$ cat src/rtl/hid_pkg.sv
// Shared types and constants for the HPACK prefixed-integer decoder.
package hid_pkg;

    // Result status codes
    typedef enum logic [1:0] {
        ST_OK         = 2'd0,
        ST_NOT_ENOUGH = 2'd1,
        ST_INVALID    = 2'd2
    } hid_status_t;

    // Continuation groups sit at shifts 0, 7, 14, 21 and 28 (group 0..4)
    localparam int unsigned GroupBits   = 7;
    localparam int unsigned LastGroup   = 4;
    localparam logic [7:0]  LastGroupMax = 8'd15;
    localparam logic [7:0]  GroupMask   = 8'h7f;
    localparam int unsigned MoreBit     = 7;
    localparam int unsigned AccWidth    = 33;

    // One classified octet on its way from the front to the back
    typedef struct packed {
        logic       start;       // octet opens a new integer
        logic       prefix_full; // prefix is all ones, continuation follows
        logic [7:0] prefix;      // low N bits of the starting octet
        logic [7:0] octet;       // raw octet for continuation use
        logic       ends;        // last octet of the buffer
    } hid_entry_t;

    // Queue status seen by the front and the back
    typedef struct packed {
        logic not_empty;
        logic full;
    } hid_qstat_t;

endpackage

$ cat src/rtl/hpack_integer_decoder.sv
// Top level of the HPACK prefixed-integer decoder: front end, queue, back end.
//
//   Channel   Direction  Handshake           Payload
//   s_        in         s_valid / s_ready   s_data_byte, s_starts_integer,
//                                            s_prefix_bits, s_buffer_ends
//   m_        out        m_valid / m_ready   m_value, m_status
//
// One octet per cycle while the queue is not full; an accepted octet is
// first written into the queue, and the back end then steps on it and loads
// the result register once that register is free or being drained.
// The back end retires one queue entry per cycle while the result register
// is free or being drained; the queue absorbs DEPTH octets of output stall.
// Reset (aresetn low, synchronous) empties the queue and closes any integer.
module hpack_integer_decoder
    import hid_pkg::*;
#(
    parameter int unsigned QUEUE_DEPTH = 2
) (
    input  logic        aclk,
    input  logic        aresetn,
    input  logic        s_valid,
    output logic        s_ready,
    input  logic [7:0]  s_data_byte,
    input  logic        s_starts_integer,
    input  logic [3:0]  s_prefix_bits,
    input  logic        s_buffer_ends,
    output logic        m_valid,
    input  logic        m_ready,
    output logic [31:0] m_value,
    output logic [1:0]  m_status
);

    hid_qstat_t q_stat;
    hid_entry_t push_entry;
    hid_entry_t head_entry;
    logic       push;
    logic       pop;

    hid_front u_front (
        .s_valid          (s_valid),
        .s_ready          (s_ready),
        .s_data_byte      (s_data_byte),
        .s_starts_integer (s_starts_integer),
        .s_prefix_bits    (s_prefix_bits),
        .s_buffer_ends    (s_buffer_ends),
        .q_stat           (q_stat),
        .push             (push),
        .push_entry       (push_entry)
    );

    hid_queue #(
        .DEPTH (QUEUE_DEPTH)
    ) u_queue (
        .aclk       (aclk),
        .aresetn    (aresetn),
        .push       (push),
        .push_entry (push_entry),
        .pop        (pop),
        .head_entry (head_entry),
        .q_stat     (q_stat)
    );

    hid_back u_back (
        .aclk       (aclk),
        .aresetn    (aresetn),
        .head_entry (head_entry),
        .q_stat     (q_stat),
        .pop        (pop),
        .m_valid    (m_valid),
        .m_ready    (m_ready),
        .m_value    (m_value),
        .m_status   (m_status)
    );

endmodule

$ cat src/rtl/hid_front.sv
// Front end: accepts octets and classifies the prefix of starting octets.
module hid_front
    import hid_pkg::*;
(
    input  logic        s_valid,
    output logic        s_ready,
    input  logic [7:0]  s_data_byte,
    input  logic        s_starts_integer,
    input  logic [3:0]  s_prefix_bits,
    input  logic        s_buffer_ends,
    input  hid_qstat_t  q_stat,
    output logic        push,
    output hid_entry_t  push_entry
);

    logic [3:0] n_clamped;
    logic [8:0] mask_wide;
    logic [7:0] mask;

    // Clamp the prefix width to 1..8
    always_comb begin
        if (s_prefix_bits == 4'd0) begin
            n_clamped = 4'd1;
        end else if (s_prefix_bits > 4'd8) begin
            n_clamped = 4'd8;
        end else begin
            n_clamped = s_prefix_bits;
        end
    end

    // All-ones prefix mask of width N
    assign mask_wide = (9'd1 << n_clamped) - 9'd1;
    assign mask      = mask_wide[7:0];

    assign s_ready = !q_stat.full;
    assign push    = s_valid && !q_stat.full;

    // Build the queue entry
    always_comb begin
        push_entry.start       = s_starts_integer;
        push_entry.prefix      = s_data_byte & mask;
        push_entry.prefix_full = ((s_data_byte & mask) == mask);
        push_entry.octet       = s_data_byte;
        push_entry.ends        = s_buffer_ends;
    end

endmodule

$ cat src/rtl/hid_queue.sv
// Short register queue between the front end and the back end.
module hid_queue
    import hid_pkg::*;
#(
    parameter int unsigned DEPTH = 2
) (
    input  logic        aclk,
    input  logic        aresetn,
    input  logic        push,
    input  hid_entry_t  push_entry,
    input  logic        pop,
    output hid_entry_t  head_entry,
    output hid_qstat_t  q_stat
);

    localparam int unsigned PtrW = (DEPTH > 1) ? $clog2(DEPTH) : 1;
    localparam int unsigned CntW = $clog2(DEPTH + 1);
    localparam logic [PtrW-1:0] LastPtr = PtrW'(DEPTH - 1);
    localparam logic [CntW-1:0] FullCnt = CntW'(DEPTH);

    hid_entry_t      mem_reg [DEPTH];
    logic [PtrW-1:0] wr_ptr_reg, wr_ptr_next;
    logic [PtrW-1:0] rd_ptr_reg, rd_ptr_next;
    logic [CntW-1:0] count_reg, count_next;

    assign head_entry       = mem_reg[rd_ptr_reg];
    assign q_stat.not_empty = (count_reg != '0);
    assign q_stat.full      = (count_reg == FullCnt);

    // Pointer and fill count update
    always_comb begin
        wr_ptr_next = wr_ptr_reg;
        rd_ptr_next = rd_ptr_reg;
        count_next  = count_reg;
        if (push) begin
            wr_ptr_next = (wr_ptr_reg == LastPtr) ? '0 : wr_ptr_reg + PtrW'(1);
        end
        if (pop) begin
            rd_ptr_next = (rd_ptr_reg == LastPtr) ? '0 : rd_ptr_reg + PtrW'(1);
        end
        if (push && !pop) begin
            count_next = count_reg + CntW'(1);
        end else if (pop && !push) begin
            count_next = count_reg - CntW'(1);
        end
    end

    always_ff @(posedge aclk) begin
        if (!aresetn) begin
            wr_ptr_reg <= '0;
            rd_ptr_reg <= '0;
            count_reg  <= '0;
        end else begin
            wr_ptr_reg <= wr_ptr_next;
            rd_ptr_reg <= rd_ptr_next;
            count_reg  <= count_next;
        end
    end

    // Entry storage, no reset
    always_ff @(posedge aclk) begin
        if (push) begin
            mem_reg[wr_ptr_reg] <= push_entry;
        end
    end

    assert property (@(posedge aclk) disable iff (!aresetn)
        count_reg <= FullCnt)
        else $error("queue fill count above depth");

endmodule

$ cat src/rtl/hid_back.sv
// Back end: accumulates continuation groups and drives the result register.
module hid_back
    import hid_pkg::*;
(
    input  logic        aclk,
    input  logic        aresetn,
    input  hid_entry_t  head_entry,
    input  hid_qstat_t  q_stat,
    output logic        pop,
    output logic        m_valid,
    input  logic        m_ready,
    output logic [31:0] m_value,
    output logic [1:0]  m_status
);

    logic                open_reg, open_next;
    logic [2:0]          grp_reg, grp_next;
    logic [AccWidth-1:0] acc_reg, acc_next;
    logic                m_valid_reg, m_valid_next;
    logic [31:0]         m_value_reg;
    hid_status_t         m_status_reg;

    logic                fire;
    logic                emit;
    logic [31:0]         emit_value;
    hid_status_t         emit_status;
    logic [4:0]          shift_amt;
    logic [31:0]         term;
    logic [AccWidth-1:0] acc_sum;

    // Group shift and the next partial sum
    assign shift_amt = 5'(grp_reg) * 5'(GroupBits);
    assign term      = 32'(head_entry.octet & GroupMask) << shift_amt;
    assign acc_sum   = acc_reg + AccWidth'(term);

    // Take a queue entry whenever the result register can hold a beat
    assign fire = q_stat.not_empty && (!m_valid_reg || m_ready);
    assign pop  = fire;

    // Decode step
    always_comb begin
        open_next   = open_reg;
        grp_next    = grp_reg;
        acc_next    = acc_reg;
        emit        = 1'b0;
        emit_value  = '0;
        emit_status = ST_OK;
        if (fire) begin
            if (head_entry.start) begin
                open_next = 1'b0;
                grp_next  = '0;
                acc_next  = '0;
                if (!head_entry.prefix_full) begin
                    emit       = 1'b1;
                    emit_value = 32'(head_entry.prefix);
                end else if (head_entry.ends) begin
                    emit        = 1'b1;
                    emit_status = ST_NOT_ENOUGH;
                end else begin
                    open_next = 1'b1;
                    acc_next  = AccWidth'(head_entry.prefix);
                end
            end else if (open_reg) begin
                if ((grp_reg == 3'(LastGroup)) && (head_entry.octet > LastGroupMax)) begin
                    open_next   = 1'b0;
                    grp_next    = '0;
                    acc_next    = '0;
                    emit        = 1'b1;
                    emit_status = ST_INVALID;
                end else if (!head_entry.octet[MoreBit]) begin
                    open_next  = 1'b0;
                    grp_next   = '0;
                    acc_next   = '0;
                    emit       = 1'b1;
                    emit_value = acc_sum[31:0];
                end else if (head_entry.ends) begin
                    open_next   = 1'b0;
                    grp_next    = '0;
                    acc_next    = '0;
                    emit        = 1'b1;
                    emit_status = ST_NOT_ENOUGH;
                end else begin
                    acc_next = acc_sum;
                    grp_next = grp_reg + 3'd1;
                end
            end
        end
    end

    // Result register handshake
    always_comb begin
        m_valid_next = m_valid_reg;
        if (fire && emit) begin
            m_valid_next = 1'b1;
        end else if (m_ready) begin
            m_valid_next = 1'b0;
        end
    end

    always_ff @(posedge aclk) begin
        if (!aresetn) begin
            open_reg    <= 1'b0;
            grp_reg     <= '0;
            acc_reg     <= '0;
            m_valid_reg <= 1'b0;
        end else begin
            open_reg    <= open_next;
            grp_reg     <= grp_next;
            acc_reg     <= acc_next;
            m_valid_reg <= m_valid_next;
        end
    end

    // Result payload, loaded with each new beat
    always_ff @(posedge aclk) begin
        if (fire && emit) begin
            m_value_reg  <= emit_value;
            m_status_reg <= emit_status;
        end
    end

    assign m_valid  = m_valid_reg;
    assign m_value  = m_value_reg;
    assign m_status = m_status_reg;

    assert property (@(posedge aclk) disable iff (!aresetn)
        (m_valid_reg && (m_status_reg != ST_OK)) |-> (m_value_reg == '0))
        else $error("error result carries a nonzero value");

    assert property (@(posedge aclk) disable iff (!aresetn)
        !open_reg |-> ((grp_reg == '0) && (acc_reg == '0)))
        else $error("closed integer left state behind");

    assert property (@(posedge aclk) disable iff (!aresetn)
        grp_reg <= 3'(LastGroup))
        else $error("continuation group past the last shift");

    assert property (@(posedge aclk) disable iff (!aresetn)
        (fire && emit && (emit_status == ST_INVALID)) |-> (grp_reg == 3'(LastGroup)))
        else $error("invalid integer flagged before the last group");

endmodule
$ cat config.mk
export PLATFORM = sky130hd
export DESIGN_NAME = hpack_integer_decoder
export DESIGN_NICKNAME = d
export VERILOG_FILES = /design/src/rtl/hid_pkg.sv /design/src/rtl/hpack_integer_decoder.sv /design/src/rtl/hid_front.sv /design/src/rtl/hid_queue.sv /design/src/rtl/hid_back.sv
export SDC_FILE = /design/constraint.sdc
export NUM_CORES = 1
export LEC_CHECK = 0
export CAP_MARGIN = 20
export CORE_MARGIN = 3
export CORE_UTILIZATION = 60
export DETAILED_ROUTE_END_ITERATION = 7
export DONT_BUFFER_PORTS = 1
export GPL_TIMING_DRIVEN = 0
export PLACE_DENSITY = 0.76
export SYNTH_ARGS = -nofsm -noshare
export SYNTH_HDL_FRONTEND = slang
export SYNTH_SLANG_ARGS = --single-unit
$ cat constraint.sdc
create_clock -name aclk -period 6.3 [get_ports aclk]
set_input_delay 0.63 -clock aclk [delete_from_list [all_inputs] [get_ports aclk]]
set_output_delay 0.63 -clock aclk [all_outputs]
set_load 0.03 [all_outputs]
==> flow_metrics.tcl, run 1 <==
set metrics [dict create \
    timing.critical_path.mode_cell "fa_1" \
    port_buffers 0 \
    post-cts-setup-buffer-count 0 \
    detail_route.wirelength_um 16430 \
    dp_hpwl_um 12090 \
    post-synth-top-area-fraction_pct 32.05 \
    max_stage_delay_ns 0.51 \
    first_iter_violations 338 \
    criticalPathCategory "flip-flop to flip-flop" \
    run_status "complete, no violations" \
    finClkSkew_ns 0.01088 \
    antenna_cells_inserted 0 \
    share_seq_of_total_power_pct 39.0 \
    dpl_worst_slack_ns 1.069 \
    synthDominantAreaCellType "edfxtp_1" \
    finalWorstSetupSlack_ns 1.011 \
    antenna_violating_nets_post_route 0 \
    worst_setup_hold_path_clk_slew_ns 0.05 \
    layoutNonFillerInstCount 865 \
    data_required_time_of_the_critical_path_ns 6.45 \
    hold_path.class "input port to flip-flop" \
    routability_congestion_estimate_from_global_placement 0.9457 \
    final_layout_size_suffix_gt1_share_pct 7.862 \
    largest_reg_flops 38 \
    timing.critical_path.arrival_ns 5.44 \
    drv.max_cap_violation_count 0 \
    cellInternalPower_mw 1.888 \
    synth.ff_latch_count 114 \
    ctsLongestPathBuffers 2 \
    numClockSinks 114 \
    series_of_cell_instances_along_the_critical_path "fa_1 -> ha_1 -> inv_1 -> fa_1 -> clkbuf_1 -> nand2_1 -> or2_2 -> nor2_1 -> ha_1 -> inv_1 -> fa_1 -> nand2b_1 -> a21oi_1 -> o211a_1 -> o21ai_1 -> a211o_1 -> a31oi_1 -> xnor2_1 -> nor2_1" \
    synthesis.area_sq_mm 0.006745 \
    grt_first_pass_wirelength_um 26720 \
    die_height_um 112.0 \
    finalSetupTns_ns 0 \
    combPwrFrac_pct 26.4 \
    num_vias 5402 \
    ctsResizeCount 0 \
    clock-root-buffer "clkbuf_16" \
    seq_area_frac_synth_pct 44.52 \
    clock.fmax_mhz 189.1 \
    yosys_warnings 0 \
    clock_power_share_pct 34.6 \
    report.final.hold_viol_count 0 \
    die_width_um 112.0 \
    ioPinCount 54 \
    maxSlewViolCount 0 \
    tightestPinTransition_ns 0.8761 \
    tritoncts "yes" \
    cts_hold_buf 0 \
    placement_rows 38 \
    dominantRegCellSynth "edfxtp_1" \
    dp.cells 834 \
    post-route-period-util_pct 83.95 \
    netSwitchingFraction_pct 33.76 \
    worst_slew_margin_rel_pct 41.60 \
    total_power_after_layout_mw 2.850 \
    nNetsFinal 772 \
    final.min_clock_period_ns 5.289 \
    number_of_synthesized_flops_with_an_enable_pin 72 \
    mappedNetlistNets 751 \
    cp-start-kind "flip-flop" \
    synth_area_leaders "edfxtp_1 32%, dfxtp_1 12%, ha_1 7.0%" \
    clk-insertion-delay-late_ns 0.42 \
    tritoncts.num_buffers 17 \
    flow.area_growth_from_synthesis_pct 12.17 \
    h_tree_depth 4 \
    postSynth.asyncResetShare_pct 0 \
    setup_repair_after_global_routing_missed_its_margin "false" \
    design.core.area_sq_mm 0.01094 \
    overflow 0 \
    mostFrequentLayoutCells "72 x edfxtp_1, 66 x nor2_1, 63 x nand2_1, 42 x dfxtp_1" \
    synth_cells 692 \
    via_per_inst 6.245 \
    wl_per_cell_um 18.99 \
    cp-end-kind "flip-flop" \
    globalRouteTotalUtil_pct 27.30 \
    synth.lib_cells_used.distinct 67 \
    grt_pass1_vias 5218 \
    antenna_found_initial 0 \
    drc_violation_count_after_routing 0 \
    start_util_pct 61.68 \
    vdd_ir_drop_max_mv 0.2996 \
    leakage_dissipation_nw 3.057 \
    path_max_fanout 10 \
    die_outline_area_sq_mm 0.01255 \
    power.density_cell_area_mw_per_mm2 376.6 \
    detail_route.first_pass.iterations 5 \
    final_common_cell "edfxtp_1" \
    power.net_switching_mw 0.9620 \
    grt_max_degree 24 \
    timing.final.setup_violations 0 \
    post_synthesis_area_per_instance_sq_um 9.747 \
    critical-path-slowest-cell "fa_1" \
]
==> synthesized netlist by cell type, types with 3 or more instances <==
cell,count
a31oi_1,7
mux2i_1,18
clkbuf_1,20
o22ai_1,11
nand2b_1,11
nand4_1,4
or3_1,6
o21a_1,10
and3_1,10
a21boi_0,3
o32ai_1,3
o21ai_0,38
buf_2,5
a21o_1,12
inv_1,26
fa_1,3
o31ai_1,3
nor2_1,67
o2111ai_1,3
nand2_1,63
a22o_1,4
nor2b_1,20
o211a_1,10
o211ai_1,7
nand3_1,9
edfxtp_1,72
o221ai_1,11
xor2_1,16
ha_1,38
dfxtp_1,42
xnor2_1,14
a211o_1,4
and2_1,16
a21oi_1,36
nor3_1,19
or2_2,4
a22oi_1,8
==> final cells by class <==
cell class	count	area, sq um
Tap cell	140	175.2
Clock buffer	20	436.7
Sequential cell	114	3003
Fill cell	855	3369
Inverter	29	108.9
Clock inverter	11	163.9
Multi-Input combinational cell	522	3513
Buffer	27	122.6
Timing Repair Buffer	2	42.54
==> layer usage <==
metal | up-vias | share of wire, % | track usage [%]
met5 | - | 0 | 0
met4 | 0 | 2.1 | 9.615
met2 | 184 | 49 | 46.00
met3 | 29 | 6.6 | 8.086
li1 | 2600 | - | -
met1 | 2589 | 42 | 33.62
==> final timing paths <==
check	slack, ns	endpoint	from	depth (start not counted)
max	1.01	u_back.m_value[28]	u_back.grp_reg[2]	19
min	0.30	u_queue.mem_reg[1][1]	s_data_byte[0]	0
max reg2reg	1.01	u_back.m_value[28]	u_back.grp_reg[2]	19
min reg2reg	0.46	u_back.acc_reg[27]	u_back.acc_reg[27]	2
==> metrics by stage <==
step | util, % | hold slack [ns] | instance area, sq um
after floorplan | - | 0.4315 | 6745
after global placement | 63.28 | 0.4452 | 6920
after detailed placement | 63.70 | 0.4560 | 6965
after CTS | 69.19 | 0.2882 | 7566
after global routing | 69.19 | 0.2749 | 7566
final | 69.19 | 0.3027 | 7566
==> power groups by stage <==
stage	logic, mW	clock network [mW]	registers, mW
after global routing	0.821	1.04	1.12
after detailed placement	0.738	0	1.13
final	0.752	0.986	1.11
after floorplan	0.546	0	1.11
after global placement	0.686	0	1.13
after CTS	0.746	0.994	1.11
==> cells by family after synthesis <==
logic type | Yosys count | share of synthesized area, %
compound gates | 191 | 19.42
xor+xnor | 30 | 3.895
fa+ha+maj | 41 | 7.939
buf+inv | 56 | 3.431
flops | 114 | 44.52
mux | 24 | 4.118
other cells | 1 | 0.05559
simple gates | 235 | 16.62
==> critical path: cells and delay by family, from the launching register on <==
family | cells | cell delay [ns]
AO/OA/AOI/OAI | 5 | 1.29
flip-flops | 1 | 0.38
AND/OR/NAND/NOR | 5 | 0.99
adder cells (fa/ha/maj) | 5 | 1.74
XOR/XNOR | 1 | 0.17
buffers and inverters | 3 | 0.44
Note: power is estimated with default switching activity, not from simulation.
==> inputs of run 2 (changes only) <==
--- a/config.mk
+++ b/config.mk
@@ -5,9 +5,10 @@
 export SDC_FILE = /design/constraint.sdc
 export NUM_CORES = 1
 export LEC_CHECK = 0
+export ABC_AREA = 1
 export CAP_MARGIN = 20
 export CORE_MARGIN = 3
-export CORE_UTILIZATION = 60
+export CORE_UTILIZATION = 58
 export DETAILED_ROUTE_END_ITERATION = 7
 export DONT_BUFFER_PORTS = 1
 export GPL_TIMING_DRIVEN = 0
==> constraint.sdc (replaced) <==
create_clock -name aclk -period 4.5 [get_ports aclk]
set_input_delay 0.45 -clock aclk [delete_from_list [all_inputs] [get_ports aclk]]
set_output_delay 0.45 -clock aclk [all_outputs]
set_load 0.03 [all_outputs]
==> run 2 against run 1 <==
  * Sequential power rose by 45%
  * Power rose by 44%
  * Synthesized area rose by 11%
  * Register-to-register slack got worse by 0.79 ns
  * Clock power rose by 33%
  * Final area rose by 11%
  * Combinational power rose by 60%
  * Clock skew fell by 0.0018 ns
  * Highest routed layer unchanged
  * First-iteration DRC count rose by 130%
  * Largest cell class unchanged
  * Largest power group unchanged
  * Sequential share of layout area fell by 3.8 points
  * Synthesized cell count rose by 45%
  * Critical endpoint is now u_back.m_value[15]
==> flow_metrics.tcl, run 2 <==
set metrics [dict create \
    run_status "complete, no violations" \
    power.density_cell_area_mw_per_mm2 492.2 \
    synth.lib_cells_used.distinct 44 \
    grt_pass1_vias 6132 \
    dominantRegCellSynth "edfxtp_1" \
    worst-r2r-setup-slack_ns 0.22 \
    ioPinCount 54 \
    dp_hpwl_um 15480 \
    cp-start-kind "flip-flop" \
    flow.area_growth_from_synthesis_pct 11.80 \
    antenna_cells_inserted 0 \
    synth.ff_latch_count 114 \
    leakage_dissipation_nw 3.620 \
    number_of_synthesized_flops_with_an_enable_pin 72 \
    vdd_ir_drop_max_mv 0.3149 \
    post_synthesis_area_per_instance_sq_um 7.471 \
    grt_first_pass_wirelength_um 32120 \
    detailed_place.area_sq_mm 0.007709 \
    port_buffers 0 \
    postSynth.asyncResetShare_pct 0 \
    worst_slew_margin_rel_pct 36.41 \
    criticalPathCategory "flip-flop to flip-flop" \
    crit_start "u_back.grp_reg[0]" \
    setup_repair_after_global_routing_missed_its_margin "false" \
    synthesis.area_sq_mm 0.007478 \
    die_height_um 119.6 \
    post-route-period-util_pct 95.09 \
    cp-end-kind "flip-flop" \
    routability_congestion_estimate_from_global_placement 0.9694 \
    worstReg2RegStart "u_back.grp_reg[0]" \
    overflow 0 \
    tritoncts.num_buffers 17 \
    antenna_found_initial 0 \
    tightestPinTransition_ns 0.9528 \
    grt_max_degree 36 \
    final_common_cell "nand2_1" \
    die_width_um 119.6 \
    num_vias 6722 \
    hold_path.class "input port to flip-flop" \
    antenna_violating_nets_post_route 0 \
    first_iter_violations 791 \
    numClockSinks 114 \
    finish.instance_area_sq_mm 0.008361 \
    mostFrequentLayoutCells "276 x nand2_1, 117 x inv_1, 106 x nor2_1, 86 x a21oi_1, 72 x edfxtp_1" \
    seq_area_frac_synth_pct 40.15 \
    crit-reg2reg-capture "u_back.m_value[15]" \
    drc_violation_count_after_routing 0 \
    clock-root-buffer "clkbuf_16" \
    path_max_fanout 10 \
    tritoncts "yes" \
    synthDominantAreaCellType "edfxtp_1" \
    post-synth-top-area-fraction_pct 28.91 \
    via_per_inst 5.583 \
    layoutNonFillerInstCount 1204 \
    ctsLongestPathBuffers 2 \
    wl_per_cell_um 17.04 \
    fillers 1074 \
    yosys_warnings 0 \
    data_required_time_of_the_critical_path_ns 4.67 \
    report.final.hold_viol_count 0 \
    start_util_pct 60.74 \
    nNetsFinal 1082 \
    detail_route.wirelength_um 20520 \
    largest_reg_flops 38 \
    clk-insertion-delay-late_ns 0.42 \
    clock.fmax_mhz 233.7 \
    dp.cells 1170 \
    synth_area_leaders "edfxtp_1 29%, nand2_1 14%, dfxtp_1 11%" \
    design.core.area_sq_mm 0.01231 \
    post-synth-top-count-cell "nand2_1" \
    worst_setup_hold_path_clk_slew_ns 0.06 \
    h_tree_depth 4 \
    drv.max_cap_violation_count 0 \
    globalRouteTotalUtil_pct 29.44 \
    cts_hold_buf 0 \
    final_layout_size_suffix_gt1_share_pct 11.00 \
    worst-r2r-cell-count 17 \
    timing.critical_path.arrival_ns 4.45 \
    setup.worst_path.end "u_back.m_value[15]" \
    maxSlewViolCount 0 \
    timing.final.setup_violations 0 \
    total_power_after_layout_mw 4.115 \
    mappedNetlistNets 1060 \
    detail_route.first_pass.iterations 6 \
    finClkSkew_ns 0.009088 \
    synth_cells 1001 \
    synth_top_cells_by_count "281 x nand2_1, 119 x inv_1, 110 x nor2_1" \
    placement_rows 40 \
    die_outline_area_sq_mm 0.01429 \
    final.min_clock_period_ns 4.279 \
]
## run 2: how the worst min path moves through the flow
stage | slack [ns] | end | start | cells after the start
2_1_floorplan | 0.43 | flip-flop | u_queue.rd_ptr_reg | 1
3_3_place_gp | 0.44 | u_queue.rd_ptr_reg | u_queue.rd_ptr_reg | 1
3_5_place_dp | 0.45 | u_queue.rd_ptr_reg | u_queue.rd_ptr_reg | 1
4_1_cts | 0.12 | u_queue.mem_reg[0][0] | s_buffer_ends | 0
5_1_grt | 0.1 | u_queue.mem_reg[0][18] | s_starts_integer | 0
6_report | 0.12 | u_queue.mem_reg[0][0] | s_buffer_ends | 0
## run 2: layer usage
layer / vias up / part of all wire, % / GRT usage [%]
met3: 38 / 8.4 / 7.681
met1: 3042 / 46 / 42.94
met2: 289 / 43 / 43.19
met5: - / 0 / 0
li1: 3353 / - / -
met4: 0 / 2.1 / 8.805
## run 2: where the power goes
part	switching [mW]	internal, mW	total [mW]
Combinational	0.854	0.348	1.20
Sequential	0.255	1.35	1.61
Clock	0.493	0.813	1.31
Total	1.60	2.51	4.11
## run 2: repair_timing
item | 4_1_cts | 5_1_grt
endpoints found under the setup margin | 33 | 35
resized for setup | 6 | 20
setup buffers | 1 | 1
pin swaps | 1 | 1
## run 2: final cells by class
type	count	area (sq um)	area share (%)
Multi-Input combinational cell	738	3931	47.02
Sequential cell	114	3003	35.92
Inverter	128	484.2	5.792
Clock buffer	19	432.9	5.178
Tap cell	168	210.2	2.514
Clock inverter	13	135.1	1.616
Buffer	21	133.9	1.601
Timing Repair Buffer	3	30.03	0.3592
## run 2: worst max-delay path, stage by stage (launching register included)
cell	delay, ns
dfxtp_1	0.35
fa_1	0.56
ha_1	0.16
inv_1	0.06
fa_2	0.63
clkinvlp_4	0.21
or2_1	0.30
nor2_1	0.13
ha_1	0.29
nand2_1	0.17
inv_1	0.06
a21oi_1	0.26
nand2_2	0.14
nand2_1	0.08
nand2_1	0.18
or2_2	0.35
nand2_1	0.06
nor2_1	0.04
## run 2: kinds of logic after synthesis
group	Yosys count	synth area share [%]
compound gates	171	12.78
xor+xnor	15	1.757
fa+ha+maj	41	7.161
buf+inv	149	8.047
flops	114	40.15
mux	2	0.3178
other cells	1	0.05014
simple gates	508	29.73
## run 2: stage by stage
stage / utilization, % / TNS, ns / setup slack [ns] / hold WS [ns]
6_report: 67.91 / 0 / 0.2208 / 0.1220
5_1_grt: 67.91 / 0 / 0.001667 / 0.09784
4_1_cts: 67.50 / 0 / 0.01261 / 0.1172
3_5_place_dp: 62.61 / -4.409 / -0.3641 / 0.4502
3_3_place_gp: 62.45 / -3.550 / -0.3244 / 0.4355
2_1_floorplan: - / 0 / 0.5391 / 0.4255
==> inputs of run 3 (changes only) <==
--- a/config.mk
+++ b/config.mk
@@ -13,6 +13,7 @@
 export DONT_BUFFER_PORTS = 1
 export GPL_TIMING_DRIVEN = 0
 export PLACE_DENSITY = 0.76
+export REMOVE_ABC_BUFFERS = 1
 export SYNTH_ARGS = -nofsm -noshare
 export SYNTH_HDL_FRONTEND = slang
 export SYNTH_SLANG_ARGS = --single-unit
==> run 3 against run 2 <==
  * Count of clock-buffer cells in the layout did not move
  * Die area unchanged
  * Wire length down 3.9%
  * Utilization grew 0.46 points
  * Power rose by 1.1%
  * Cell count down 0.75%
  * Register-to-register slack lost 0.08 ns
  * Largest cell class unchanged
  * Final area is 0.67% higher
==> flow_metrics.tcl, run 3 (synthesis gave the netlist of run 2 again) <==
set metrics [dict create \
    worst_slew_margin_rel_pct 47.94 \
    power.net_switching_mw 1.583 \
    antenna_cells_inserted 0 \
    run_status "complete, no violations" \
    start_util_pct 60.74 \
    cp-end-kind "flip-flop" \
    cellInternalPower_mw 2.579 \
    data_required_time_of_the_critical_path_ns 4.67 \
    cp-start-kind "flip-flop" \
    grt_max_degree 36 \
    vdd_ir_drop_max_mv 0.3688 \
    dp_hpwl_um 14400 \
    grt_first_pass_wirelength_um 31330 \
    numClockSinks 114 \
    routability_congestion_estimate_from_global_placement 0.9339 \
    nNetsFinal 1073 \
    clock.fmax_mhz 229.6 \
    overflow 0 \
    clock_power_share_pct 33.1 \
    mostFrequentLayoutCells "279 x nand2_1, 118 x inv_1, 107 x nor2_1, 84 x a21oi_1, 72 x edfxtp_1" \
    tritoncts "yes" \
    ioPinCount 54 \
    dp.cells 1153 \
    wl_per_cell_um 16.50 \
    largest_reg_flops 38 \
    worst_setup_hold_path_clk_slew_ns 0.06 \
    maxSlewViolCount 0 \
    port_buffers 0 \
    detail_route.wirelength_um 19710 \
    placement_rows 40 \
    antenna_violating_nets_post_route 0 \
    detail_route.first_pass.iterations 5 \
    first_iter_violations 650 \
    hold_path.class "input port to flip-flop" \
    worst-r2r-cell-count 17 \
    design.core.area_sq_mm 0.01231 \
    timing.final.setup_violations 0 \
    die_width_um 119.6 \
    antenna_found_initial 0 \
    combPwrFrac_pct 27.7 \
    report.final.hold_viol_count 0 \
    criticalPathCategory "flip-flop to flip-flop" \
    leakage_dissipation_nw 3.629 \
    tritoncts.num_buffers 17 \
    finClkSkew_ns 0.008063 \
    power.density_cell_area_mw_per_mm2 494.5 \
    num_vias 6697 \
    globalRouteTotalUtil_pct 28.15 \
    path_max_fanout 14 \
    netSwitchingFraction_pct 38.04 \
    h_tree_depth 4 \
    die_height_um 119.6 \
    via_per_inst 5.604 \
    layoutNonFillerInstCount 1195 \
    ctsLongestPathBuffers 2 \
    final_common_cell "nand2_1" \
    post-route-period-util_pct 96.77 \
    grt_pass1_vias 6022 \
    flow.area_growth_from_synthesis_pct 12.55 \
    hold_critical_path_depth 0 \
    final.min_clock_period_ns 4.355 \
    die_outline_area_sq_mm 0.01429 \
    final_layout_size_suffix_gt1_share_pct 11.39 \
    drc_violation_count_after_routing 0 \
    tightestPinTransition_ns 0.7797 \
    drv.max_cap_violation_count 0 \
    timing.critical_path.arrival_ns 4.52 \
    finalSetupTns_ns 0 \
    share_seq_of_total_power_pct 39.2 \
    clk-insertion-delay-late_ns 0.42 \
    clock-root-buffer "clkbuf_16" \
]
-- run 3: cell types whose count changed in the layout (fill, tap and decap cells not counted), moves of 3 or more --
cell	delta
buf_2	-7
buf_4	+8
buf_6	-4
clkbuf_1	-8
nand2_1	+3
nand2_2	-3
-- run 3: path summary, 6_finish.rpt --
| check | endpoint | start | slack, ns |
|---|---|---|---|
| hold reg to reg | flip-flop | u_queue.rd_ptr_reg | 0.46 |
| hold / removal | u_queue.mem_reg[0][0] | s_buffer_ends | 0.12 |
| setup / recovery | u_back.m_value[13] | u_back.grp_reg[0] | 0.15 |
| setup reg to reg | u_back.m_value[13] | u_back.grp_reg[0] | 0.15 |
-- run 3: area by class of cell --
type                    instances  area, sq um
inverters                     128        485.5
fillers                      1062         3895
well taps                     168        210.2
multi-input cells             738         3945
flip-flops and latches        114         3008
repair buffers                 14        160.2
clock buffers                  19        442.9
clock inverters                13        160.2
repair inverters                1        5.005
-- run 3: through the flow --
step | hold slack (ns) | util, % | total power [mW] | area [sq um] | setup WS [ns]
floorplan | 0.4255 | - | 2.433 | 7357 | 0.05863
global placement | 0.4313 | 61.46 | 2.716 | 7567 | -0.9910
detailed placement | 0.4564 | 62.32 | 2.786 | 7672 | -0.3290
CTS | 0.1133 | 67.32 | 4.160 | 8288 | 0.07424
global route | 0.1058 | 68.36 | 4.374 | 8417 | -0.02600
finish | 0.1210 | 68.36 | 4.162 | 8417 | 0.1452
-- run 3: metal layers --
| layer | up-vias | wire, um | global-route usage [%] | part of all wire, % |
|---|---|---|---|---|
| met5 | - | 0 | 0 | 0 |
| met4 | 0 | 330 | 7.516 | 1.7 |
| met3 | 30 | 1527 | 5.325 | 7.7 |
| met2 | 270 | 8639 | 43.61 | 44 |
| li1 | 3339 | - | - | - |
| met1 | 3058 | 9214 | 40.71 | 47 |
-- run 3: power by group through the flow --
stage / clock [mW] / combinational (mW) / sequential (mW)
finish: 1.38 / 1.15 / 1.63
global route: 1.44 / 1.29 / 1.65
CTS: 1.39 / 1.14 / 1.63
detailed placement: 0 / 1.14 / 1.65
global placement: 0 / 1.07 / 1.65
floorplan: 0 / 0.816 / 1.62
-- run 3: worst max-delay path: stages (launching register included) --
cell	delay, ns
dfxtp_4	0.40
fa_1	0.56
ha_2	0.16
inv_1	0.05
fa_2	0.64
clkinv_2	0.17
or2_1	0.27
a21oi_1	0.27
ha_1	0.34
nand2_1	0.14
inv_1	0.07
a21oi_1	0.24
nor2_1	0.07
nor2_1	0.08
nand2_1	0.17
or2_2	0.35
nand2_1	0.07
nor2_1	0.04
-- run 3: timing repair --
item | 4_1_cts | 5_1_grt
gates cloned | 0 | 1
gates resized for setup | 4 | 15
hold buffers | 0 | 0
pin swaps | 0 | 1
buffers inserted | 0 | 9
setup endpoints to repair | 37 | 37
